`src/design/point_to_line_distance_gate_macros.svh`:
```
// Assertion macros for the point-to-line distance gate.
// Needs i_clk and i_rst_n in the including module's scope.
`ifndef POINT_TO_LINE_DISTANCE_GATE_MACROS_SVH
`define POINT_TO_LINE_DISTANCE_GATE_MACROS_SVH

// Same-cycle implication, disabled while reset is low.
`define PTLD_ASSERT_IMP(lbl, ante, cons, msg) \
    lbl: assert property (@(posedge i_clk) disable iff (!i_rst_n) (ante) |-> (cons)) \
        else $error(msg);

// Next-cycle implication, disabled while reset is low.
`define PTLD_ASSERT_NXT(lbl, ante, cons, msg) \
    lbl: assert property (@(posedge i_clk) disable iff (!i_rst_n) (ante) |=> (cons)) \
        else $error(msg);

`endif

```
`src/design/ptld_pkg.sv`:
```
// Shared widths, types, register codes and rounding helper for the
// point-to-line distance gate. No dependencies.
package ptld_pkg;

    localparam int CRD_W  = 20;          // point / line point coordinate
    localparam int OFF_W  = CRD_W + 1;   // point minus line point
    localparam int DIR_W  = 16;          // Q1.15 direction
    localparam int PRD_W  = OFF_W + DIR_W;
    localparam int DOT_W  = PRD_W + 2;   // sum of three products
    localparam int T_W    = 23;          // projection length, 1/16 mm
    localparam int TU_W   = T_W + DIR_W;
    localparam int ORT_W  = 24;          // orthogonal component
    localparam int SQ_W   = 2 * ORT_W;   // squared length
    localparam int ROOT_W = SQ_W / 2;
    localparam int DIST_W = 21;
    localparam int IDX_W  = 3;
    localparam int CFG_W  = 21;
    localparam int RND_SH = 15;

    localparam int PROJ_STAGES = 5;
    localparam int NORM_STAGES = 2;
    localparam int PIPE_LAT    = PROJ_STAGES + NORM_STAGES + ROOT_W + 1;

    localparam logic [DIST_W-1:0] DIST_MAX  = {DIST_W{1'b1}};
    localparam logic [DIR_W-1:0]  DIR_Z_RST = 16'h7FFF;

    localparam logic [IDX_W-1:0] REG_LINE_X = 3'd0;
    localparam logic [IDX_W-1:0] REG_LINE_Y = 3'd1;
    localparam logic [IDX_W-1:0] REG_LINE_Z = 3'd2;
    localparam logic [IDX_W-1:0] REG_DIR_X  = 3'd3;
    localparam logic [IDX_W-1:0] REG_DIR_Y  = 3'd4;
    localparam logic [IDX_W-1:0] REG_DIR_Z  = 3'd5;
    localparam logic [IDX_W-1:0] REG_MAX    = 3'd6;

    typedef logic signed [CRD_W-1:0] t_coord;
    typedef logic signed [OFF_W-1:0] t_off;
    typedef logic signed [DIR_W-1:0] t_dirc;
    typedef logic signed [ORT_W-1:0] t_ort;
    typedef logic [SQ_W-1:0]         t_sq;
    typedef logic [ROOT_W-1:0]       t_root;

    typedef struct packed {
        t_coord x;
        t_coord y;
        t_coord z;
    } t_pnt;

    typedef struct packed {
        t_off x;
        t_off y;
        t_off z;
    } t_offv;

    typedef struct packed {
        t_dirc x;
        t_dirc y;
        t_dirc z;
    } t_dir;

    typedef struct packed {
        t_ort x;
        t_ort y;
        t_ort z;
    } t_ortv;

    // Round a Q15-scaled value to nearest, ties toward +inf.
    function automatic logic signed [T_W-1:0] rnd_q15(input logic signed [TU_W-1:0] v);
        logic signed [TU_W-1:0] s;
        s = v + $signed({{(TU_W-RND_SH){1'b0}}, 1'b1, {(RND_SH-1){1'b0}}});
        return s[RND_SH +: T_W];
    endfunction

endpackage

```
`src/design/ptld_norm.sv`:
```
// Squared length of the orthogonal vector: squares, then their sum.
// Two register stages. Depends on ptld_pkg.
module ptld_norm (
    input  logic            i_clk,
    input  logic            i_rst_n,
    input  logic            i_valid,
    input  ptld_pkg::t_ortv i_orth,
    output logic            o_valid,
    output ptld_pkg::t_sq   o_sq
);

    localparam int SW = ptld_pkg::SQ_W;

    logic [ptld_pkg::NORM_STAGES-1:0] r_vld;
    logic signed [SW-1:0] n_px, n_py, n_pz;
    ptld_pkg::t_sq        r_px, r_py, r_pz;
    ptld_pkg::t_sq        r_sum;

    assign n_px = i_orth.x * i_orth.x;
    assign n_py = i_orth.y * i_orth.y;
    assign n_pz = i_orth.z * i_orth.z;

    always_ff @(posedge i_clk) begin
        if (!i_rst_n) begin
            r_vld <= '0;
        end else begin
            r_vld <= {r_vld[ptld_pkg::NORM_STAGES-2:0], i_valid};
        end
    end

    // squares are non-negative and their sum stays below 2^46
    always_ff @(posedge i_clk) begin
        r_px  <= $unsigned(n_px);
        r_py  <= $unsigned(n_py);
        r_pz  <= $unsigned(n_pz);
        r_sum <= r_px + r_py + r_pz;
    end

    assign o_valid = r_vld[ptld_pkg::NORM_STAGES-1];
    assign o_sq    = r_sum;

endmodule

```
`config.mk`:
```
export PLATFORM = sky130hd
export DESIGN_NAME = ptld_norm
export DESIGN_NICKNAME = d
export VERILOG_FILES = /design/src/design/point_to_line_distance_gate_macros.svh /design/src/design/ptld_pkg.sv /design/src/design/ptld_norm.sv
export SDC_FILE = /design/constraint.sdc
export NUM_CORES = 2
export LEC_CHECK = 0
export BUFFER_PORTS_ARGS = -buffer_cell sky130_fd_sc_hd__buf_2
export CORE_AREA = 2 2 480 387
export DETAILED_ROUTE_END_ITERATION = 8
export DIE_AREA = 0 0 482 389
export SYNTH_ARGS = -nofsm -noshare
export SYNTH_HDL_FRONTEND = slang
export SYNTH_SLANG_ARGS = --single-unit
```
`constraint.sdc`:
```
create_clock -name i_clk -period 22.5 [get_ports i_clk]
set_input_delay 4.5 -clock i_clk [delete_from_list [all_inputs] [get_ports i_clk]]
set_output_delay 4.5 -clock i_clk [all_outputs]
set_load 0.02 [all_outputs]
```
==> key figures <==
Critical path
  – R2r setup slk: 18.61 ns
  – Depth of the worst register-to-register path: 12
  – WP data required: 22.87 ns
  – Reg-to-reg endpoint: o_sq[47]
  – Cell Chain, Critical Path: buf_2, nand2_1, inv_1, fa_1, fa_1, inv_1, fa_1, inv_1, fa_1, fa_1, fa_1, fa_1, ha_1, nand2_1, or3_1, or4_1, o21ai_1, a2111oi_2, a211o_1, nor3_1, a2111oi_2, xnor2_1
  – Worst setup EP type: flip-flop
  – Slowest Stage Delay on Critical Path: 0.79 ns
  – Reg2reg start: r_px[5]
  – Crit path max-delay family: adder cells
  – Critical Path AT: 12.54 ns
  – Worst-path fanout max: 46
  – Critical path buffers and inverters: 4
  – Cell mode on critical path: fa_1
  – CP startpoint kind: primary input
  – CP Class: primary input to flip-flop
  – Critical path startpoint: i_orth[23]
  – Slowest cell on crit path: fa_1

Clocking
  – Num CTS Buffers: 17
  – H-tree depth: 4
  – CTS root buf: clkbuf_16
  – Post-CTS Repair Setup Buffers: 0
  – CTS max path bufs: 2
  – # hold bufs at CTS: 0
  – Post_cts resized: 0
  – Clk_lat worst skew: 0.49 ns
  – TritonCTS clock tree: yes
  – Clk sinks: 191
  – CTS clock-pin slew for the worst setup and hold paths: 0.09 ns

STA
  – RSZ-0062 raised after global routing: no
  – Max transition margin: 0.408
  – Max-slew violation count: 0
  – Final setup viols: 0
  – Final Hold Fails: 0
  – Max Clk Rate: 82.2 MHz
  – Final hold slack: 0.463 ns
  – Setup TNS Final: 0 ns
  – Ratio of final minimum period to clock period: 0.541
  – Final min period: 12.16 ns
  – Slew @ Worst Pin: 0.888 ns
  – Worst Clk Skew: 0.0227 ns

Global routing
  – Largest net degree at the start of global routing: 48
  – GRT Util Overall: 0.175
  – First-pass GRT wire length: 258000 um
  – Number of global-route vias before repair: 46722
  – Gr ovfl total: 0
  – Antenna violations before repair: 6

Synth
  – Synth warn: 0
  – Post-synth EDFFs: 0
  – Top_reg_cell synth: dfxtp_1
  – Async S/R FF share, synth: 0
  – Distinct cell type count after synthesis: 85
  – Avg Inst Size Synth: 9.74 um2
  – #FFs+latches synth: 191
  – Synthesized cell area: 63700 um2
  – Sequential area share after synthesis: 0.0601
  – Post-synthesis cell count: 6536

Outcome
  – Outcome: completed

Finish
  – Fin nets: 8790
  – Area delta synth->final: 5.81%
  – Layout cells sized above 1: 0.0299
  – Most frequent cells in the layout: inv_1, fa_1, nand2_1, ha_1, and2_1
  – Commonest non-fill, non-tap cell in the layout: inv_1

Floorplan
  – Ports: 124
  – Row cnt: 141
  – Starting Density: 0.348
  – Die width: 482 um
  – Die Area: 187000 um2
  – Die height: 389 um
  – Core Box Area: 183000 um2

Min path
  – Hold Crit Start: r_vld[0]
  – Hold Path Cell Cnt: 1
  – Hold endpoint: r_vld[1]
  – Hold Crit Class: flip-flop to flip-flop

Placed design
  – PortBufs: 123
  – Detailed Place HPWL: 131000 um
  – Gpl congestion: 0.906

Detailed routing
  – Routed wire length: 156000 um
  – Via density: 4.64
  – Via Count: 41565
  – DR iter-0 viols: 2379
  – Residual DRC: 0
  – WL/cell: 17.4 um
  – DRT antenna net count: 0
  – First drt pass iteration count: 5

Flow run
  – Max-cap violations: 0
[how the worst max path moves through the flow]
| stage | slack, ns | to | depth (start not counted) |
|---|---|---|---|
| global route | 9.85 | r_pz[47] | 22 |
| CTS | 10.39 | r_pz[47] | 22 |
| global placement | 9.95 | r_pz[47] | 22 |
| floorplan | 11.07 | r_pz[47] | 23 |
| finish | 10.34 | r_pz[47] | 22 |
| detailed placement | 9.84 | r_pz[47] | 22 |
[metrics by stage]
step / setup WS (ns) / area, um2 / utilization / instances
6_report: 10.34 / 67400 / 0.368 / 8963
5_1_grt: 9.85 / 67400 / 0.368 / 8962
4_1_cts: 10.39 / 67400 / 0.368 / 8962
3_5_place_dp: 9.84 / 66700 / 0.364 / 8930
3_3_place_gp: 9.95 / 66700 / 0.364 / 8930
2_1_floorplan: 11.07 / 63700 / - / 6538
[area by class of cell]
cell class,count,area (um2)
Antenna cell,1,2.50
Clock buffer,17,425
Clock inverter,15,198
Fill cell,18492,116000
Inverter,1988,7460
Multi-Input combinational cell,4191,51700
Sequential cell,191,3820
Tap cell,2431,3040
Timing Repair Buffer,129,661
[sequential cells by signal, indices dropped and copies added (netlist names)]
register	cells
r_py	47
r_pz	47
o_sq	48
r_vld	2
r_px	47
[synth_stat cells, types with 66 or more instances]
master	instances	area, um2
xnor2_1	163	1430
a21oi_1	144	721
nor2_1	142	533
inv_1	1988	7460
nand2_1	602	2260
and2_1	299	1870
o21ai_0	71	355
clkbuf_1	162	608
fa_1	1713	34300
ha_1	484	6060
dfxtp_1	191	3820
a21o_1	90	676
xor2_1	66	578
[routing by layer]
layer  routed length (um)  global-route usage  up-vias
li1                     -                   -    18832
met1                72200               0.255    21594
met2                70800               0.275     1016
met3                 9340              0.0279      123
met4                 3310              0.0362        0
met5                    0                   0        -
[worst reg2reg max path: cells and delay by family (launching register included)]
family,cells,cell delay (ns)
AND/OR/NAND/NOR,1,0.14
flip-flops,1,0.33
XOR/XNOR,1,0.15
AO/OA/AOI/OAI,8,2.40
adder cells (fa/ha/maj),2,0.81
[kinds of logic (layout without fill, tap and decap cells)]
family | count (synthesis) | count (layout) | synth area share
AO/OA/AOI/OAI | 489 | 489 | 0.0513
AND/OR/NAND/NOR | 1266 | 1266 | 0.0949
flip-flops | 191 | 191 | 0.0601
adder cells (fa/ha/maj) | 2197 | 2197 | 0.634
buffers and inverters | 2156 | 2149 | 0.127
multiplexers | 7 | 7 | 0.00116
other | 1 | 4 | 0.0000589
XOR/XNOR | 229 | 229 | 0.0315
Power is left out: the tool's default activity adds up to more than one toggle a clock period on the data nets, which glitch-free logic cannot reach.
