## config.mk

```make
export PLATFORM = sky130hd
export DESIGN_NAME = ptld_sqrt
export DESIGN_NICKNAME = d
export VERILOG_FILES = /design/src/design/point_to_line_distance_gate_macros.svh /design/src/design/ptld_pkg.sv /design/src/design/ptld_sqrt.sv
export SDC_FILE = /design/constraint.sdc
export NUM_CORES = 2
export LEC_CHECK = 0
export ABC_CLOCK_PERIOD_IN_PS = 7700
export BUFFER_PORTS_ARGS = -buffer_cell sky130_fd_sc_hd__clkbuf_2
export CAP_MARGIN = 10
export CELL_PAD_IN_SITES_DETAIL_PLACEMENT = 1
export CELL_PAD_IN_SITES_GLOBAL_PLACEMENT = 1
export CORE_AREA = 8 8 328 330
export CTS_BUF_LIST = sky130_fd_sc_hd__clkbuf_16
export DETAILED_ROUTE_END_ITERATION = 8
export DIE_AREA = 0 0 336 338
export PLACE_DENSITY_LB_ADDON = 0.1
export SYNTH_ARGS = -nofsm -noshare
export SYNTH_HDL_FRONTEND = slang
export SYNTH_SLANG_ARGS = --single-unit
```

## constraint.sdc

```tcl
create_clock -name i_clk -period 7.7 [get_ports i_clk]
set_clock_uncertainty 0.05 [all_clocks]
set_input_delay 0.77 -clock i_clk [delete_from_list [all_inputs] [get_ports i_clk]]
set_output_delay 0.77 -clock i_clk [all_outputs]
set_load 0.01 [all_outputs]
```

## src/design/point_to_line_distance_gate_macros.svh

```systemverilog
// Assertion macros for the point-to-line distance gate.
// Needs i_clk and i_rst_n in the including module's scope.
`ifndef POINT_TO_LINE_DISTANCE_GATE_MACROS_SVH
`define POINT_TO_LINE_DISTANCE_GATE_MACROS_SVH

// Same-cycle implication, disabled while reset is low.
`define PTLD_ASSERT_IMP(lbl, ante, cons, msg) \
    lbl: assert property (@(posedge i_clk) disable iff (!i_rst_n) (ante) |-> (cons)) \
        else $error(msg);

// Next-cycle implication, disabled while reset is low.
`define PTLD_ASSERT_NXT(lbl, ante, cons, msg) \
    lbl: assert property (@(posedge i_clk) disable iff (!i_rst_n) (ante) |=> (cons)) \
        else $error(msg);

`endif

```

## src/design/ptld_pkg.sv

```systemverilog
// Shared widths, types, register codes and rounding helper for the
// point-to-line distance gate. No dependencies.
package ptld_pkg;

    localparam int CRD_W  = 20;          // point / line point coordinate
    localparam int OFF_W  = CRD_W + 1;   // point minus line point
    localparam int DIR_W  = 16;          // Q1.15 direction
    localparam int PRD_W  = OFF_W + DIR_W;
    localparam int DOT_W  = PRD_W + 2;   // sum of three products
    localparam int T_W    = 23;          // projection length, 1/16 mm
    localparam int TU_W   = T_W + DIR_W;
    localparam int ORT_W  = 24;          // orthogonal component
    localparam int SQ_W   = 2 * ORT_W;   // squared length
    localparam int ROOT_W = SQ_W / 2;
    localparam int DIST_W = 21;
    localparam int IDX_W  = 3;
    localparam int CFG_W  = 21;
    localparam int RND_SH = 15;

    localparam int PROJ_STAGES = 5;
    localparam int NORM_STAGES = 2;
    localparam int PIPE_LAT    = PROJ_STAGES + NORM_STAGES + ROOT_W + 1;

    localparam logic [DIST_W-1:0] DIST_MAX  = {DIST_W{1'b1}};
    localparam logic [DIR_W-1:0]  DIR_Z_RST = 16'h7FFF;

    localparam logic [IDX_W-1:0] REG_LINE_X = 3'd0;
    localparam logic [IDX_W-1:0] REG_LINE_Y = 3'd1;
    localparam logic [IDX_W-1:0] REG_LINE_Z = 3'd2;
    localparam logic [IDX_W-1:0] REG_DIR_X  = 3'd3;
    localparam logic [IDX_W-1:0] REG_DIR_Y  = 3'd4;
    localparam logic [IDX_W-1:0] REG_DIR_Z  = 3'd5;
    localparam logic [IDX_W-1:0] REG_MAX    = 3'd6;

    typedef logic signed [CRD_W-1:0] t_coord;
    typedef logic signed [OFF_W-1:0] t_off;
    typedef logic signed [DIR_W-1:0] t_dirc;
    typedef logic signed [ORT_W-1:0] t_ort;
    typedef logic [SQ_W-1:0]         t_sq;
    typedef logic [ROOT_W-1:0]       t_root;

    typedef struct packed {
        t_coord x;
        t_coord y;
        t_coord z;
    } t_pnt;

    typedef struct packed {
        t_off x;
        t_off y;
        t_off z;
    } t_offv;

    typedef struct packed {
        t_dirc x;
        t_dirc y;
        t_dirc z;
    } t_dir;

    typedef struct packed {
        t_ort x;
        t_ort y;
        t_ort z;
    } t_ortv;

    // Round a Q15-scaled value to nearest, ties toward +inf.
    function automatic logic signed [T_W-1:0] rnd_q15(input logic signed [TU_W-1:0] v);
        logic signed [TU_W-1:0] s;
        s = v + $signed({{(TU_W-RND_SH){1'b0}}, 1'b1, {(RND_SH-1){1'b0}}});
        return s[RND_SH +: T_W];
    endfunction

endpackage

```

## src/design/ptld_sqrt.sv

```systemverilog
// Pipelined truncating square root, one result bit per register stage.
// Depends on ptld_pkg.
module ptld_sqrt (
    input  logic            i_clk,
    input  logic            i_rst_n,
    input  logic            i_valid,
    input  ptld_pkg::t_sq   i_sq,
    output logic            o_valid,
    output ptld_pkg::t_root o_root
);

    localparam int SW = ptld_pkg::SQ_W;
    localparam int RW = ptld_pkg::ROOT_W;

    logic          r_vld  [RW];
    ptld_pkg::t_root r_root [RW];
    ptld_pkg::t_sq   r_rem  [RW-1];

    for (genvar k = 0; k < RW; k++) begin : g_stage
        localparam int B = RW - 1 - k;

        logic            w_vin;
        ptld_pkg::t_sq   w_rin;
        ptld_pkg::t_root w_qin;
        logic [SW:0]     w_trial;
        logic            w_take;

        if (k == 0) begin : g_first
            assign w_vin = i_valid;
            assign w_rin = i_sq;
            assign w_qin = '0;
        end else begin : g_next
            assign w_vin = r_vld[k-1];
            assign w_rin = r_rem[k-1];
            assign w_qin = r_root[k-1];
        end

        // (q + 2^B)^2 - q^2 = q*2^(B+1) + 2^(2B)
        assign w_trial = ({{(SW+1-RW){1'b0}}, w_qin} << (B + 1))
                       | ({{SW{1'b0}}, 1'b1} << (2 * B));
        assign w_take  = {1'b0, w_rin} >= w_trial;

        always_ff @(posedge i_clk) begin
            if (!i_rst_n) begin
                r_vld[k] <= 1'b0;
            end else begin
                r_vld[k] <= w_vin;
            end
        end

        always_ff @(posedge i_clk) begin
            r_root[k] <= w_take ? (w_qin | ({{(RW-1){1'b0}}, 1'b1} << B)) : w_qin;
        end

        if (k < RW - 1) begin : g_rem
            always_ff @(posedge i_clk) begin
                r_rem[k] <= w_take ? (w_rin - w_trial[SW-1:0]) : w_rin;
            end
        end
    end

    assign o_valid = r_vld[RW-1];
    assign o_root  = r_root[RW-1];

endmodule

```

==> results by group <==
Synthesis
  • Cell Area, Synth: 53700 µm²
  • Synth Instances: 5358
  • Syn nets: 5731
  • Yosys top cell by area: dfxtp_1
  • Ys Warns: 0
  • EDFF count, synth: 0
  • Share of the synthesized area in the top cell type: 53.2%
  • Post-synth ARST share: 0%
  • Most used DFF post-synth: dfxtp_1
  • Post-synthesis sequential area ratio: 53.2%
  • Largest cells by area after synthesis: dfxtp_1, ha_1, xnor2_1
  • Library cells used by synthesis: 84
  • FF+latch count, synth: 1428
  • Synthesized area per cell: 10.0 µm²

Global routing
  • Initial antenna violation count: 0
  • Remaining Overflow, GRT: 0
  • Vias in the first global route: 41700
  • Total track usage: 24.8%
  • Global-route wire length before repair: 227 mm
  • Largest net degree at the start of global routing: 40

STA
  • Unrepaired setup endpoints after global routing: no
  • TNS Setup: 0 ns
  • Worst rel slew slack: 23.4%
  • Fin. Hold Viols: 0
  • Worst-margin pin slew: 1.14 ns
  • Final worst-path cycle share: 64.8%
  • Min cycle time layout: 4.99 ns
  • Fin. max-slew vios: 0
  • Endpoints failing setup: 0
  • Max Clock Freq: 200 MHz

Critical path
  • Worst Setup SP: r_root[2][143]
  • Crit path kind: reg2reg
  • Crit Reg-Reg Startpoint: r_root[2][143]
  • Startpoint types: register
  • Setup crit end kind: register
  • CP endpoint: r_rem[5][111]
  • Cells along the critical path: inv_1, ha_1, a2111oi_0, nand2_1, a2111oi_0, nand4_1, a21oi_2, buf_4, clkinv_1, mux2_2
  • R2r setup slk: 2.71 ns
  • Slowest cell on the critical path: a2111oi_0
  • Required @ worst endpoint: 8.30 ns
  • Reg2reg path depth: 10
  • Crit path DAT: 5.58 ns
  • Worst Path Max Fanout: 26
  • Most numerous cell on the critical path: a2111oi_0
  • Slowest stage delay, CP: 0.79 ns
  • Reg-to-Reg End: r_rem[5][111]

Cells and area
  • Most common cell after layout, fill and taps aside: dfxtp_1
  • Register area: 28600 µm²
  • Fillers: 11200
  • Multi-input gate area: 23300 µm²
  • Most frequent cells in the layout: dfxtp_1, inv_1, nor2_1
  • Share of layout cells above drive strength 1: 7.36%
  • Area Growth Syn to Fin: 12.7%
  • Antenna cells: 0
  • Final net count: 5861

Clock tree
  • H-Tree Level Count: 4
  • CTS tree: yes
  • CTS max path bufs: 3
  • Worst-Skew Late Latency: 0.76 ns
  • Clock-pin slew on the worst setup and hold paths: 0.06 ns
  • Postcts setup bufs: 0
  • Root Driver: clkbuf_16
  • CTS Hold Bufs: 0
  • Post-CTS sizing: 0
  • CTS buffer count: 147
  • CTS sink cnt: 1428

Placed design
  • Hpwl dp: 105 mm
  • Port buffer count: 75
  • Routability cong.: 0.888

Run status
  • Status: completed

Floorplan
  • Boundary pin count: 76
  • Die width: 336 µm
  • # rows: 118
  • Die area: 114000 µm²
  • CORE AREA: 103000 µm²
  • Die height: 338 µm
  • Initial Utilization: 52.3%

Routing
  • Routed WL: 142 mm
  • Total number of vias: 38600
  • Final ANT Viol Nets: 0
  • DRT iter0 DRCs: 1947
  • Pre-Repair DR Iteration Count: 5
  • Routed WL per cell: 20.4 µm
  • DRC errors left: 0
  • Vias per std cell: 5.53

Power
  • Total power: 23.9 mW
  • Pwr/cell area: 395 nW/µm²
  • Max IR drop VDD: 0.000257 V
  • Leakage: 27.5 nW

Min path
  • Min-Delay Path Class: in2reg

Flow run
  • Max-Cap Viols: 0
-- layer usage --
layer | share of wire (%) | GRT usage, % | wire length, µm
met1 | 44 | 29.6 | 62000
met2 | 51 | 45.8 | 72800
met3 | 2.5 | 3.15 | 3520
met4 | 2.8 | 8.10 | 3990
met5 | 0 | 0 | 0
-- registers in the layout (all words and copies together), names as in the netlist --
signal and count:
r_rem 1104, r_vld 24, r_root 300
-- cells in the mapped netlist, drive strengths merged, types with 32 or more instances --
cell type	instances
nor2b	39
nor3	138
a21oi	307
mux2	48
ha	322
and2	45
nand3	91
nor4	204
clkbuf	101
dfxtp	1428
inv	392
or3	64
nor2	360
nand4	92
a211oi	32
or4	37
o31ai	35
xor2	205
xnor2	263
nand2b	60
a21o	103
o21ai	247
o21a	68
nand2	318
-- final cells by class --
| cell class | instances | share of cell area, % |
|---|---|---|
| multi-input cells | 3427 | 38.4 |
| flip-flops and latches | 1428 | 47.2 |
| well taps | 1380 | 2.85 |
| clock inverters | 121 | 2.05 |
| inverters | 393 | 2.44 |
| repair buffers | 91 | 0.815 |
| clock buffers | 149 | 6.16 |
-- metrics by stage --
stage | std cells | util [%] | hold WS (ns) | instance area (µm²) | worst slack (ns)
CTS | 6989 | 59.0 | 0.0177 | 60500 | 2.73
detailed placement | 6719 | 54.1 | 0.281 | 55600 | 2.83
global route | 6989 | 59.0 | 0.0361 | 60500 | 2.34
global placement | 6718 | 54.1 | 0.278 | 55500 | 3.23
floorplan | 5358 | - | 0.272 | 53700 | 4.57
finish | 6989 | 59.0 | 0.0697 | 60500 | 2.71
-- critical path, delay by kind of cell, from the launching register on --
family | cells | cell delay [ns]
AND/OR/NAND/NOR | 2 | 0.41
multiplexers | 1 | 0.54
flip-flops | 1 | 0.33
adder cells (fa/ha/maj) | 1 | 0.36
buffers and inverters | 3 | 1.22
AO/OA/AOI/OAI | 3 | 1.94
-- power breakdown --
group | switching [mW] | internal [mW]
Combinational | 3.46 | 2.65
Sequential | 1.48 | 9.11
Clock | 3.09 | 4.12
-- cells by family after synthesis --
| family | after synthesis | synth area share (%) |
|---|---|---|
| compound gates | 992 | 11.6 |
| xor+xnor | 468 | 7.63 |
| fa+ha+maj | 322 | 7.50 |
| buf+inv | 503 | 3.52 |
| flops | 1428 | 53.2 |
| mux | 55 | 1.14 |
| simple gates | 1590 | 15.4 |
-- worst min-delay path by stage --
stage / start / to / cells past startpoint
2_1_floorplan: r_rem[1][79] / r_rem[1][127] / 0
3_3_place_gp: r_rem[1][145] / r_rem[2][1] / 0
3_5_place_dp: r_rem[2][157] / r_rem[3][13] / 0
4_1_cts: i_sq[10] / r_rem[0][10] / 1
5_1_grt: i_sq[36] / r_rem[0][36] / 1
6_report: i_sq[10] / r_rem[0][10] / 1
Note: power is estimated with default switching activity, not from simulation.
